## config.mk

```make
export PLATFORM = sky130hd
export DESIGN_NAME = depq_cell
export DESIGN_NICKNAME = d
export VERILOG_FILES = /design/src/sv/depq_pkg.sv /design/src/sv/depq_cell.sv
export SDC_FILE = /design/constraint.sdc
export NUM_CORES = 1
export LEC_CHECK = 0
export ABC_AREA = 1
export BUFFER_PORTS_ARGS = -buffer_cell sky130_fd_sc_hd__buf_2
export CORE_MARGIN = 2
export CORE_UTILIZATION = 52
export CTS_BUF_LIST = sky130_fd_sc_hd__clkbuf_4
export DETAILED_ROUTE_END_ITERATION = 6
export PLACE_DENSITY = 0.85
export SLEW_MARGIN = 20
export SYNTH_ARGS = -nofsm -noshare
export SYNTH_HDL_FRONTEND = slang
export SYNTH_SLANG_ARGS = --single-unit
```

## constraint.sdc

```tcl
create_clock -name clk -period 5.4 [get_ports clk]
set_clock_uncertainty 0.1 [all_clocks]
set_input_delay 1.08 -clock clk [delete_from_list [all_inputs] [get_ports clk]]
set_output_delay 1.08 -clock clk [all_outputs]
set_load 0.01 [all_outputs]
```

## src/sv/depq_pkg.sv

```systemverilog
// Package for the double-ended priority queue core.
// Holds opcodes, status codes, sequencer states, cell actions and fixed field widths.
// No dependencies.
package depq_pkg;

  localparam int OP_W        = 3;
  localparam int ITEM_W      = 32;
  localparam int STATUS_W    = 3;
  localparam int COUNT_OUT_W = 16;
  localparam int TOTAL_OUT_W = 22;
  localparam int IN_DATA_W   = 40;
  localparam int OUT_DATA_W  = 176;

  typedef enum logic [OP_W-1:0] {
    OP_PUSH    = 3'd0,
    OP_ERASE   = 3'd1,
    OP_POP_MIN = 3'd2,
    OP_POP_MAX = 3'd3,
    OP_COUNT   = 3'd4,
    OP_CLEAR   = 3'd5
  } op_t;

  typedef enum logic [STATUS_W-1:0] {
    STAT_OK        = 3'd0,
    STAT_NOT_FOUND = 3'd1,
    STAT_EMPTY     = 3'd2,
    STAT_FULL      = 3'd3,
    STAT_SATURATED = 3'd4
  } status_t;

  typedef enum logic [1:0] {
    ST_IDLE,
    ST_EXEC,
    ST_REPORT
  } state_t;

  typedef enum logic [2:0] {
    CELL_HOLD,
    CELL_INC_HIT,
    CELL_INSERT,
    CELL_DEC_HIT,
    CELL_REMOVE_HIT,
    CELL_DEC_FIRST,
    CELL_SHIFT_DOWN,
    CELL_DEC_LAST
  } cell_act_t;

endpackage

```

## src/sv/depq_cell.sv

```systemverilog
// One cell of the sorted chain: holds a distinct value and its occurrence count.
// Compares against the broadcast key and shifts with its neighbors on command.
// Depends on depq_pkg.
module depq_cell #(
  parameter int IDX        = 0,
  parameter int VALUE_BITS = 32,
  parameter int COUNT_BITS = 16,
  parameter int USED_BITS  = 7
) (
  input  logic                    clk,
  input  depq_pkg::cell_act_t     act,
  input  logic [VALUE_BITS-1:0]   key,
  input  logic [USED_BITS-1:0]    used,
  input  logic [VALUE_BITS-1:0]   left_value,
  input  logic [COUNT_BITS-1:0]   left_count,
  input  logic                    left_lt,
  input  logic [VALUE_BITS-1:0]   right_value,
  input  logic [COUNT_BITS-1:0]   right_count,
  output logic [VALUE_BITS-1:0]   value,
  output logic [COUNT_BITS-1:0]   count,
  output logic                    occ,
  output logic                    lt,
  output logic                    eq,
  output logic                    last
);

  localparam logic [USED_BITS-1:0] MY_IDX  = USED_BITS'(IDX);
  localparam logic [USED_BITS-1:0] MY_NEXT = USED_BITS'(IDX + 1);

  assign occ  = MY_IDX < used;
  assign lt   = occ && ($signed(value) < $signed(key));
  assign eq   = occ && (value == key);
  assign last = (MY_NEXT == used);

  always_ff @(posedge clk) begin
    unique case (act)
      depq_pkg::CELL_HOLD: begin
      end
      depq_pkg::CELL_INC_HIT: begin
        if (eq) begin
          count <= count + COUNT_BITS'(1);
        end
      end
      depq_pkg::CELL_INSERT: begin
        if (!lt) begin
          if (left_lt) begin
            value <= key;
            count <= COUNT_BITS'(1);
          end else begin
            value <= left_value;
            count <= left_count;
          end
        end
      end
      depq_pkg::CELL_DEC_HIT: begin
        if (eq) begin
          count <= count - COUNT_BITS'(1);
        end
      end
      depq_pkg::CELL_REMOVE_HIT: begin
        if (!lt) begin
          value <= right_value;
          count <= right_count;
        end
      end
      depq_pkg::CELL_DEC_FIRST: begin
        if (IDX == 0) begin
          count <= count - COUNT_BITS'(1);
        end
      end
      depq_pkg::CELL_SHIFT_DOWN: begin
        value <= right_value;
        count <= right_count;
      end
      depq_pkg::CELL_DEC_LAST: begin
        if (last) begin
          count <= count - COUNT_BITS'(1);
        end
      end
    endcase
  end

endmodule

```

=== Yosys cells after proc, flatten, opt, wreduce, memory -nomap -nowiden ===
Cells that the tools add are included.

* Word-level logic and storage cells: 37
* Bits in registers: 48
* Output and inout bits: 52

* Add/sub/neg operators: 2
* Equality and inequality tests: 14
* Magnitude comparators: 2
* Reductions and logical operators: 6
* Mux-type cells: 11

{| class="wikitable"
|+ Operators with widths
! operator !! number
|-
| $pmux W16 S7 || 1
|-
| $mux W16 || 6
|-
| $mux W32 || 3
|-
| $pmux W32 S3 || 1
|-
| $eq A32 B32 Y1 || 1
|-
| $lt A32 B32 Y1 || 1
|-
| $add A16 B1 Y16 const B || 1
|-
| $sub A16 B1 Y16 const B || 1
|-
| $eq A3 B3 Y1 const B || 4
|-
| $ne A2 B2 Y1 const B || 5
|-
| $eq A1 B7 Y1 const A || 1
|-
| $lt A1 B7 Y1 const A || 1
|-
| $reduce_bool A7 Y1 || 1
|-
| $eq A3 B2 Y1 const B || 2
|-
| $reduce_and A6 Y1 || 1
|-
| $eq A3 B1 Y1 const B || 1
|-
| $reduce_and A3 Y1 || 1
|-
| $reduce_bool A3 Y1 || 1
|-
| $logic_and A1 B1 Y1 || 2
|}

=== Depth between registers and ports, before layout ===
Gate-level depths: netlist of run 1.

* Word-level depth: 4
* Gate-level depth with buffers: 17

=== Worst setup path after synthesis of run 1 ===
Ideal clock, no wire load.

* Path kind: input-to-reg
* Start: input port act[1]
* End: register count[11] (data pin)
* Arrival: 3.098 ns
* Buffers on the path: 0
* Stages: 13
* Setup time: 0.261 ns
* Setup slack: 1.941 ns
* Path through: inv_1 > a21oi_1 > ha_1 > a21oi_2 > nand2_2 > a21oi_2 > inv_2 > nand2_1 > nand2_1 > nand2_1 > nand2_1 > nor2_1 > o21ai_1

* Longest elaborated chain between the ends: 2
* Elaborated cells on any way between the ends: 8
* Classes of those cells: 7 x eq/ne; 1 x mux

{| class="wikitable"
|+ Ends and longest elaborated chain
! element !! RTL line !! RTL
|-
| from (decl) || depq_cell.sv:11 || <nowiki>input depq_pkg::cell_act_t act,</nowiki>
|-
| $eq A3 B3 Y1 (tied with other cells) || depq_cell.sv:36 || <nowiki>unique case (act)</nowiki>
|-
| $pmux W16 S7 (*) || depq_cell.sv:36 ||
|-
| to (signal assigned) || depq_cell.sv:41 || <nowiki>count <= count + COUNT_BITS'(1);</nowiki>
|-
| to (signal assigned) || depq_cell.sv:51 || <nowiki>count <= left_count;</nowiki>
|-
| to (signal assigned) || depq_cell.sv:57 || <nowiki>count <= count - COUNT_BITS'(1);</nowiki>
|-
| to (decl) || depq_cell.sv:20 || <nowiki>output logic [COUNT_BITS-1:0] count,</nowiki>
|}

Every way passes the cells marked *; elsewhere a longest branch is shown, timed or not.
A chain may end at the register's enable or synchronous reset.

=== Worst setup path in the final report of run 1 ===
* Start: input port key[5]
* End: output port lt

* Longest elaborated chain between the ends: 2

{| class="wikitable"
|+ Ends and longest elaborated chain
! element !! RTL line !! RTL
|-
| from (decl) || depq_cell.sv:12 || <nowiki>input logic [VALUE_BITS-1:0] key,</nowiki>
|-
| $lt A32 B32 Y1 || depq_cell.sv:31 || <nowiki>assign lt = occ && ($signed(value) < $signed(key));</nowiki>
|-
| $logic_and A1 B1 Y1 || depq_cell.sv:31 ||
|-
| to (decl) || depq_cell.sv:22 || <nowiki>output logic lt,</nowiki>
|}

No other way between the ends.

==> results of run 1 <==
## cells by family after synthesis
family	count (synthesis)	share of synthesized area (%)
buffers and inverters	85	8.20
AND/OR/NAND/NOR	191	19.4
adder cells (fa/ha/maj)	47	14.8
AO/OA/AOI/OAI	151	20.5
XOR/XNOR	6	1.30
flip-flops	48	35.8
## stage by stage
step / hold WS, ns / instances
2_1_floorplan: 0.628 / 528
3_3_place_gp: 0.630 / 807
3_5_place_dp: 0.642 / 807
4_1_cts: 0.685 / 815
5_1_grt: 0.750 / 815
6_report: 0.712 / 815
## sequential cells by signal, indices dropped and copies added, names as in the netlist
name / flops
value: 32
count: 16
## how the worst min path moves through the flow
stage | startpoint | slack (ns) | to
6_report | count[15]$_DFFE_PP_ | 0.71 | count[15]$_DFFE_PP_
2_1_floorplan | count[0]$_DFFE_PP_ | 0.63 | count[0]$_DFFE_PP_
5_1_grt | count[0]$_DFFE_PP_ | 0.75 | count[0]$_DFFE_PP_
4_1_cts | count[15]$_DFFE_PP_ | 0.68 | count[15]$_DFFE_PP_
3_5_place_dp | count[15]$_DFFE_PP_ | 0.64 | count[15]$_DFFE_PP_
3_3_place_gp | count[15]$_DFFE_PP_ | 0.63 | count[15]$_DFFE_PP_
## layer usage
layer  up-vias  part of all wire [%]  track usage, %
li1       2163                     -               -
met1      1959                    40            29.9
met2       174                    52            49.0
met3        10                   7.1            4.77
met4         0                   1.2            6.34
met5         -                     0               0
## cell usage after synthesis (3+ instances only)
cell      instances  share of area (%)
a21o_1            4               0.75
a21oi_1          98                 12
a22oi_1          15                2.8
buf_2             3               0.37
clkbuf_1         12                1.1
edfxtp_1         48                 36
ha_1             46                 14
inv_1            64                6.0
inv_2             3               0.28
nand2_1         110                 10
nand2_2           3               0.47
nand3_1          11                1.4
nor2_1           52                4.8
nor2_2            4               0.62
nor3_1            3               0.37
o21ai_0          21                2.6
o21ai_1           5               0.62
xor2_1            4               0.87
## final cells by class
class,instances,area (um^2),share of cell area [%]
inverters,68,255,4.92
clock inverters,3,90.1,1.73
flip-flops and latches,48,1440,27.8
clock buffers,5,37.5,0.723
well taps,102,128,2.46
repair buffers,194,978,18.8
multi-input cells,395,2260,43.6
## critical path, cell delays in order
cell,delay (ns)
buf_2,0.09
inv_1,0.04
ha_1,0.29
a21oi_1,0.16
nor2_1,0.06
nor2_1,0.13
nand2_1,0.07
nand2_1,0.06
nand2_1,0.05
nand2_1,0.08
nand2_1,0.05
nand2_1,0.07
and3_1,0.15
buf_2,0.14
## power by group through the flow
stage | registers (uW) | clock network (uW) | logic [uW]
after floorplan | 539 | 0 | 312
after detailed placement | 521 | 0 | 511
final | 511 | 320 | 517
after global routing | 517 | 332 | 583
after global placement | 518 | 0 | 498
after CTS | 512 | 319 | 515
==> impl_metrics.csv, run 1 <==
group,metric,value,unit
sta,fin_crit,3.69,ns
sta,post-route-period-util,68.2,%
min_path,hold_depth,4,
global_route,grt_pass1_wl,17800,um
clock_tree,cts_sinks,48,
floorplan,start_util,53.0,%
run_status,run_status,"complete, no violations",
synthesis,yosys_most_used_dff,"edfxtp_1",
critical_path,r2r-end,"value[8]$_DFFE_PP_",
clock_tree,ctsHoldBuffers,0,
synthesis,avgSynthCellArea,7.63,um^2
placement,dpl-instance-area,5060,um^2
critical_path,crit_path_start,"key[5]",
drt,post-route-drc-count,0,
drt,wl,11200,um
drt,routed_via_density,5.28,
power_and_ir_drop,p_comb_share,38.4,%
sta,worst_pin_slew,0.980,ns
critical_path,startpoint_type,"input port",
drt,dr.pass1.iters,6,
sta,setup-tns-final,0,ns
sta,rsz0062_at_grt,"false",
clock_tree,root_buffer,"clkbuf_4",
layout,postLayoutCoreUtil,68.3,%
clock_tree,htree_levels,2,
power_and_ir_drop,clkPwrFrac,23.7,%
power_and_ir_drop,switching_share,34.4,%
critical_path,reg2reg_depth,12,
floorplan,core_area,7610,um^2
power_and_ir_drop,power.density,260,nW/um^2
synthesis,async_flop_share,0,%
synthesis,synthesis.area,4030,um^2
placement,hpwlAfterDp,8870,um
floorplan,io_pins,192,
layout,final_cell_mix,"191 x buf_2, 110 x nand2_1, 98 x a21oi_1",
drt,drtIter0Drc,223,
sta,slew_headroom,34.6,%
sta,drv_slew,0,
sta,worst_slack,1.71,ns
floorplan,die_w,92.0,um
layout,final_cell_area,5190,um^2
critical_path,regToRegSetupSlack,2.52,ns
critical_path,cp.arrival,2.51,ns
sta,hold_viol_final,0,
clock_tree,clk_pin_slew,0.16,ns
synthesis,ys_warn_count,0,
synthesis,synth_edf_count,48,
clock_tree,cts_made_buffers,5,
floorplan,die_h,92.0,um
power_and_ir_drop,p_total,1350,uW
floorplan,die-area,8470,um^2
run,maxCapViolCount,0,
layout,fillers,676,
layout,antennaDiodeCount,0,
drt,ant_nets,0,
critical_path,crit_path_max_fanout,2,
synthesis,seq_area_frac_synth,35.8,%
sta,finalSetupViolCount,0,
critical_path,critPathRequiredTime,4.22,ns
layout,syn_to_final_growth,28.9,%
global_route,gr-total-overflow,0,
power_and_ir_drop,switchingPower,463,uW
critical_path,worst-setup-path-type,"in -> out",
clock_tree,cts_tree,"done",
synthesis,ys_ff_latch,48,
critical_path,timing.rr.start,"value[7]$_DFFE_PP_",
layout,nets,899,
sta,fmax,0.271,GHz
floorplan,row_count,32,
global_route,grt.total_usage,25.9,%
clock_tree,postCtsResizedCells,0,
clock_tree,cts_buffer_depth,2,
global_route,grt_pass1_vias,4169,
power_and_ir_drop,sequentialPowerShare,37.9,%
power_and_ir_drop,intPower,885,uW
layout,final_common_cell,"buf_2",
synthesis,synth_cell_types,33,
global_route,grt_max_degree,49,
layout,drive_above_1_share,30.3,%
global_route,antenna_found_initial,0,
clock_tree,insertion_delay,0.37,ns
placement,io_buffers,191,
power_and_ir_drop,p_leak,0.00271,uW
min_path,hold_path.class,"reg -> reg",
critical_path,end_kind,"output pin",
placement,globalplace.congestion,0.941,
power_and_ir_drop,vdd_drop_max,0.000132,V
critical_path,crit_path_end,"lt",
drt,wl_per_cell,13.8,um
placement,place_ws,1.40,ns
drt,via_count,4306,
synthesis,syn_inst,528,
synthesis,synth_nets,715,
clock_tree,post-cts-setup-buffers,0,
Power figures use the tool's default switching activity.
==> run 2, diff against run 1 <==
CORE_UTILIZATION = 49   (was 52)
PLACE_DENSITY = 0.81   (was 0.85)
clock period = 3.9 ns   (was 5.4 ns; I/O delays follow)
==> run 2 against run 1 <==
  * Register-to-register slack worse by 1.2 ns
  * Sequential share of layout area up 0.27 points
  * Final area fell by 0.96%
  * Via count up 0.84%
  * Critical path depth down 3
==> impl_metrics.csv, run 2 (synthesized netlist as in run 1, its figures left out) <==
group,metric,value,unit
power_and_ir_drop,power.density,323,nW/um^2
global_route,grt_max_degree,49,
clock_tree,ctsHoldBuffers,0,
critical_path,path_cells,"buf_2 > inv_1 > ha_1 > a21oi_1 > o21a_1 > nand2_1 > a21oi_1 > nand2_1 > nand2_1 > and3_1 > buf_2",
critical_path,crit_path_start,"key[31]",
sta,drv_slew,0,
layout,antennaDiodeCount,0,
clock_tree,cts_sinks,48,
power_and_ir_drop,p_total,1660,uW
floorplan,start_util,49.8,%
floorplan,io_pins,192,
power_and_ir_drop,p_leak,0.00269,uW
critical_path,r2r-end,"count[11]$_DFFE_PP_",
sta,slew_headroom,31.8,%
layout,largest_reg_flops,32,
layout,regMostFlops,"value",
sta,hold_viol_final,0,
power_and_ir_drop,vdd_drop_max,0.000175,V
sta,post-route-period-util,79.7,%
floorplan,die-area,8960,um^2
critical_path,cpMostUsedCell,"nand2_1",
critical_path,crit_path_end,"lt",
drt,wl_per_cell,13.9,um
placement,io_buffers,191,
critical_path,slowest_stage,"ha_1",
layout,final_cell_mix,"191 x buf_2, 110 x nand2_1, 98 x a21oi_1",
floorplan,die_h,94.7,um
power_and_ir_drop,clkPwrFrac,14.2,%
sta,rsz0062_at_grt,"false",
critical_path,reg2reg_depth,12,
sta,setup-tns-final,0,ns
drt,routed_via_density,5.29,
clock_tree,cts_made_buffers,5,
clock_tree,postCtsResizedCells,0,
clock_tree,cts_buffer_depth,2,
clock_tree,post-cts-setup-buffers,0,
layout,drive_above_1_share,30.4,%
global_route,grt_pass1_wl,17900,um
global_route,antenna_found_initial,0,
sta,finalSetupViolCount,0,
critical_path,startpoint_type,"input port",
critical_path,timing.rr.start,"value[31]$_DFFE_PP_",
global_route,grt_pass1_vias,4031,
sta,fmax,0.322,GHz
critical_path,crit_path_max_fanout,4,
layout,largestRegisters,"value: 32 flops, count: 16 flops",
sta,fin_crit,3.11,ns
critical_path,path_buf_inv,3,
critical_path,regToRegSetupSlack,1.31,ns
floorplan,die_w,94.7,um
critical_path,cp.depth,11,
power_and_ir_drop,sequentialPowerShare,42.5,%
run_status,run_status,"complete, no violations",
global_route,grt.total_usage,25.1,%
power_and_ir_drop,p_comb_share,43.2,%
drt,drtIter0Drc,141,
critical_path,worst-setup-path-type,"in -> out",
critical_path,slowest_delay,0.33,ns
power_and_ir_drop,intPower,1030,uW
min_path,hold_path.class,"in -> reg",
drt,dr.pass1.iters,7,
placement,hpwlAfterDp,9010,um
floorplan,row_count,33,
critical_path,critPathRequiredTime,3.02,ns
layout,nets,902,
clock_tree,cts_tree,"done",
drt,via_count,4342,
global_route,gr-total-overflow,0,
clock_tree,root_buffer,"clkbuf_4",
critical_path,end_kind,"output pin",
sta,worst_pin_slew,1.02,ns
drt,post-route-drc-count,0,
clock_tree,insertion_delay,0.37,ns
critical_path,crit_family,"compound AO/OA/AOI/OAI gates",
layout,syn_to_final_growth,27.6,%
clock_tree,htree_levels,2,
floorplan,core_area,8090,um^2
critical_path,cp.arrival,2.23,ns
power_and_ir_drop,switching_share,38.0,%
drt,ant_nets,0,
placement,globalplace.congestion,0.937,
power_and_ir_drop,switchingPower,632,uW
drt,wl,11400,um
clock_tree,clk_pin_slew,0.14,ns
run,maxCapViolCount,0,
layout,final_common_cell,"buf_2",
==> run 2: final cells by class <==
class                           instances  area (um^2)
Sequential cell                        48         1440
Multi-Input combinational cell        395         2260
Inverter                               68          255
Tap cell                              105          131
Clock inverter                          3         13.8
Timing Repair Buffer                  197         1000
Clock buffer                            5         37.5
Fill cell                             758         2950
==> run 2: how the worst min path moves through the flow <==
stage                              startpoint                   to  slack (ns)  cells after the start
after floorplan            count[0]$_DFFE_PP_   count[0]$_DFFE_PP_        0.63                      1
after global placement    count[15]$_DFFE_PP_  count[15]$_DFFE_PP_        0.60                      4
after detailed placement  count[15]$_DFFE_PP_  count[15]$_DFFE_PP_        0.60                      4
after CTS                       left_count[4]   count[4]$_DFFE_PP_        0.59                      3
after global routing            left_count[1]   count[1]$_DFFE_PP_        0.59                      3
final                           left_count[5]   count[5]$_DFFE_PP_        0.60                      3
==> run 2: power groups by stage <==
stage | Clock [uW] | Combinational, uW | Sequential (uW)
after global placement | 0 | 692 | 718
final | 237 | 719 | 707
after detailed placement | 0 | 712 | 721
after CTS | 240 | 716 | 708
after floorplan | 0 | 432 | 747
after global routing | 259 | 813 | 715
==> run 2: routing by layer <==
| layer | GRT usage, % | vias up | wire (um) |
|---|---|---|---|
| li1 | - | 2182 | - |
| met1 | 30.3 | 1940 | 4480 |
| met2 | 45.9 | 192 | 5730 |
| met3 | 5.11 | 28 | 950 |
| met4 | 5.68 | 0 | 234 |
| met5 | 0 | - | 0 |
==> run 2: worst register-to-register path, cell delays in order, from the launching register on <==
cell and delay [ns]:
edfxtp_1 0.42, ha_1 0.37, nand2_2 0.08, nor2_2 0.14
nand2_2 0.07, nor2_2 0.13, and3_4 0.19, nand2_1 0.04
nand2_1 0.05, o21ai_1 0.06, clkinv_1 0.06, nand2_1 0.04
inv_1 0.47
==> run 2: metrics by stage <==
stage / instance area, um^2 / hold slack (ns) / utilization, % / instances / worst slack, ns
after floorplan: 4030 / 0.628 / - / 528 / 0.741
after global routing: 5140 / 0.593 / 63.5 / 821 / 0.671
after global placement: 5090 / 0.598 / 62.9 / 813 / 0.825
after CTS: 5140 / 0.587 / 63.5 / 821 / 0.816
final: 5140 / 0.600 / 63.5 / 821 / 0.793
after detailed placement: 5090 / 0.598 / 62.9 / 813 / 0.786
==> run 3, diff against run 2 <==
ABC_AREA = 0   (was 1)
CORE_UTILIZATION = 44   (was 49)
PLACE_DENSITY = 0.77   (was 0.81)
clock period = 2.7 ns   (was 3.9 ns; I/O delays follow)
==> run 3 against run 2 <==
  * The flow now finishes with violations (negative setup slack)
  * Global-route usage down 0.26 points
  * Combinational power up 81%
  * Final area up 20%
  * Via count down 2.0%
  * Non-clock buffer count up 65
  * Worst hold slack worse by 0.28 ns
  * Synthesized cell count down 18%
  * Core utilization up 6.9 points
  * Sequential share of layout area down 4.7 points
  * Power up 67%
  * Count of clock-buffer cells in the layout up 1
  * Highest routed layer unchanged
==> impl_metrics.csv, run 3 <==
group,metric,value,unit
placement,place_ws,-0.286,ns
sta,worst_slack,-0.274,ns
clock_tree,insertion_delay,0.39,ns
sta,finalSetupViolCount,50,
clock_tree,cts_sinks,48,
global_route,grt_pass1_vias,4265,
sta,worst_pin_slew,0.688,ns
layout,syn_to_final_growth,54.6,%
layout,final_common_cell,"buf_2",
synthesis,yosys_most_used_dff,"edfxtp_1",
floorplan,core_area,8760,um^2
clock_tree,cts_tree,"done",
power_and_ir_drop,p_leak,0.00294,uW
clock_tree,clk_pin_slew,0.17,ns
synthesis,synth_largest_area_cell,"edfxtp_1",
synthesis,synth_xor_area_share,2.63,%
sta,fin_crit,2.97,ns
synthesis,ys_warn_count,0,
layout,final_cell_mix,"191 x buf_2, 60 x buf_4, 48 x edfxtp_1",
placement,hpwlAfterDp,9560,um
clock_tree,root_buffer,"clkbuf_4",
floorplan,start_util,45.6,%
synthesis,ys_ff_latch,48,
run_status,run_status,"finished with violations",
synthesis,synth_nets,620,
min_path,hold_path.class,"in -> reg",
layout,nets,871,
power_and_ir_drop,sequentialPowerShare,36.6,%
drt,wl_per_cell,16.0,um
power_and_ir_drop,power.density,451,nW/um^2
run,maxCapViolCount,0,
synthesis,syn_inst,433,
sta,fmax,0.336,GHz
sta,whs,0.316,ns
floorplan,row_count,34,
clock_tree,cts_buffer_depth,2,
floorplan,die-area,9850,um^2
synthesis,synthMuxAreaShare,8.27,%
critical_path,reg2reg_depth,12,
synthesis,synth_compound_area_share,20.2,%
synthesis,yosysMostFrequentCell,"o21ai_0",
synthesis,synthSimpleGateAreaFrac,12.0,%
clock_tree,htree_levels,2,
layout,final_cell_area,6170,um^2
layout,fillers,680,
power_and_ir_drop,p_total,2780,uW
synthesis,ys_top_cells_by_area,"edfxtp_1 36%, ha_1 14%, mux2i_1 8.3%",
drt,dr.pass1.iters,7,
clock_tree,cts_made_buffers,5,
synthesis,synth_top_family_by_area,"compound AO/OA/AOI/OAI gates",
power_and_ir_drop,switching_share,34.8,%
sta,drv_slew,0,
layout,seqCellArea,1440,um^2
synthesis,ys_top_cells_by_count,"50 x o21ai_0, 48 x edfxtp_1, 46 x ha_1",
floorplan,die_w,99.3,um
critical_path,end_kind,"output pin",
placement,io_buffers,191,
synthesis,synthesis.area,3990,um^2
power_and_ir_drop,clkPwrFrac,16.8,%
layout,antennaDiodeCount,0,
power_and_ir_drop,switchingPower,966,uW
global_route,grt_max_degree,44,
power_and_ir_drop,intPower,1810,uW
clock_tree,ctsHoldBuffers,0,
synthesis,avgSynthCellArea,9.22,um^2
power_and_ir_drop,vdd_drop_max,0.000256,V
critical_path,critPathRequiredTime,2.06,ns
layout,multi_input_area,2740,um^2
drt,routed_via_density,5.37,
critical_path,crit_path_max_fanout,3,
global_route,grt_pass1_wl,19700,um
layout,largestRegisters,"value: 32 flops, count: 16 flops",
floorplan,io_pins,192,
floorplan,die_h,99.3,um
drt,via_count,4257,
synthesis,seq_area_frac_synth,36.1,%
drt,post-route-drc-count,0,
placement,dpl-instance-area,5730,um^2
layout,regMostFlops,"value",
run_status,violations,"negative setup slack",
critical_path,cp.arrival,2.33,ns
global_route,antenna_found_initial,0,
critical_path,startpoint_type,"register",
sta,rsz0062_at_grt,"true",
global_route,gr-total-overflow,0,
drt,wl,12700,um
sta,post-route-period-util,110,%
min_path,hold_depth,3,
sta,slew_headroom,53.6,%
synthesis,synth_edf_count,48,
power_and_ir_drop,p_comb_share,46.6,%
synthesis,synth_cell_types,45,
synthesis,async_flop_share,0,%
synthesis,synth_top_area_share,36.1,%
placement,globalplace.congestion,0.858,
layout,drive_above_1_share,47.6,%
layout,largest_reg_flops,32,
synthesis,synth-adder-area-share,14.9,%
drt,drtIter0Drc,196,
critical_path,worst-setup-path-type,"reg -> out",
global_route,grt.total_usage,24.8,%
sta,hold_viol_final,0,
drt,ant_nets,0,
[run 3: changes by cell type after synthesis, moves of 6 or more]
cell / delta
mux2i_1: +33
nand2_1: -66
xnor2_1: +7
o21ai_0: +29
inv_1: -20
nand4_1: +6
nor2_1: -33
a21oi_1: -75
[run 3: worst paths after layout]
kind	startpoint	slack (ns)	to
worst min register to register	count[15]$_DFFE_PP_	0.73	count[15]$_DFFE_PP_
worst max-delay path	value[10]$_DFFE_PP_	-0.27	lt
worst min-delay path	right_value[24]	0.32	value[24]$_DFFE_PP_
worst max register to register	value[25]$_DFFE_PP_	-0.07	value[4]$_DFFE_PP_
[run 3: cell type report]
cell class	count	share of cell area (%)
multi-input combinational	323	44.3
timing repair buffer	262	25.9
sequential	48	23.4
inverter	44	2.96
tap	108	2.19
clock buffer	6	0.730
clock inverter	2	0.568
[run 3: repair_timing]
| action | in CTS | in global routing |
|---|---|---|
| endpoints found under the hold margin | 0 | 0 |
| setup endpoints to repair | 2 | 51 |
| resized for setup | 12 | 13 |
| pin swaps | 14 | 13 |
| setup buffers | 13 | 6 |
| cloned | 0 | 3 |
[run 3: layer usage]
metal,routed length (um),global-route usage (%),vias up
li1,-,-,2110
met2,6630,46.1,161
met3,753,3.65,16
met1,5150,29.6,1970
met4,156,7.38,0
met5,0,0,-
[run 3: critical path, stage by stage, from the launching register on]
cell      delay (ns)
edfxtp_1        0.46
ha_4            0.31
nand4_1         0.12
buf_4           0.17
a2111o_1        0.30
a21oi_2         0.19
nor4_1          0.07
nor3_1          0.16
buf_2           0.16
[run 3: kinds of logic (layout without fill, tap and decap cells)]
group | after synthesis | in the layout
AND/OR/NAND/NOR | 102 | 102
adder cells (fa/ha/maj) | 47 | 47
multiplexers | 33 | 33
buffers and inverters | 62 | 314
AO/OA/AOI/OAI | 129 | 129
flip-flops | 48 | 48
XOR/XNOR | 12 | 12
[run 3: stage by stage]
stage / TNS (ns) / utilization (%) / std cells
2_1_floorplan: -11.55 / - / 433
3_3_place_gp: -10.43 / 65.4 / 763
3_5_place_dp: -11.86 / 65.4 / 763
4_1_cts: -0.364 / 68.4 / 784
5_1_grt: -8.56 / 70.4 / 793
6_report: -2.22 / 70.4 / 793
[run 3: power groups by stage]
stage	sequential (uW)	clock [uW]	combinational (uW)
final	1020	467	1300
after global routing	1030	491	1420
after CTS	1020	468	1230
after detailed placement	1030	0	1180
after global placement	1030	0	1140
after floorplan	1070	0	647
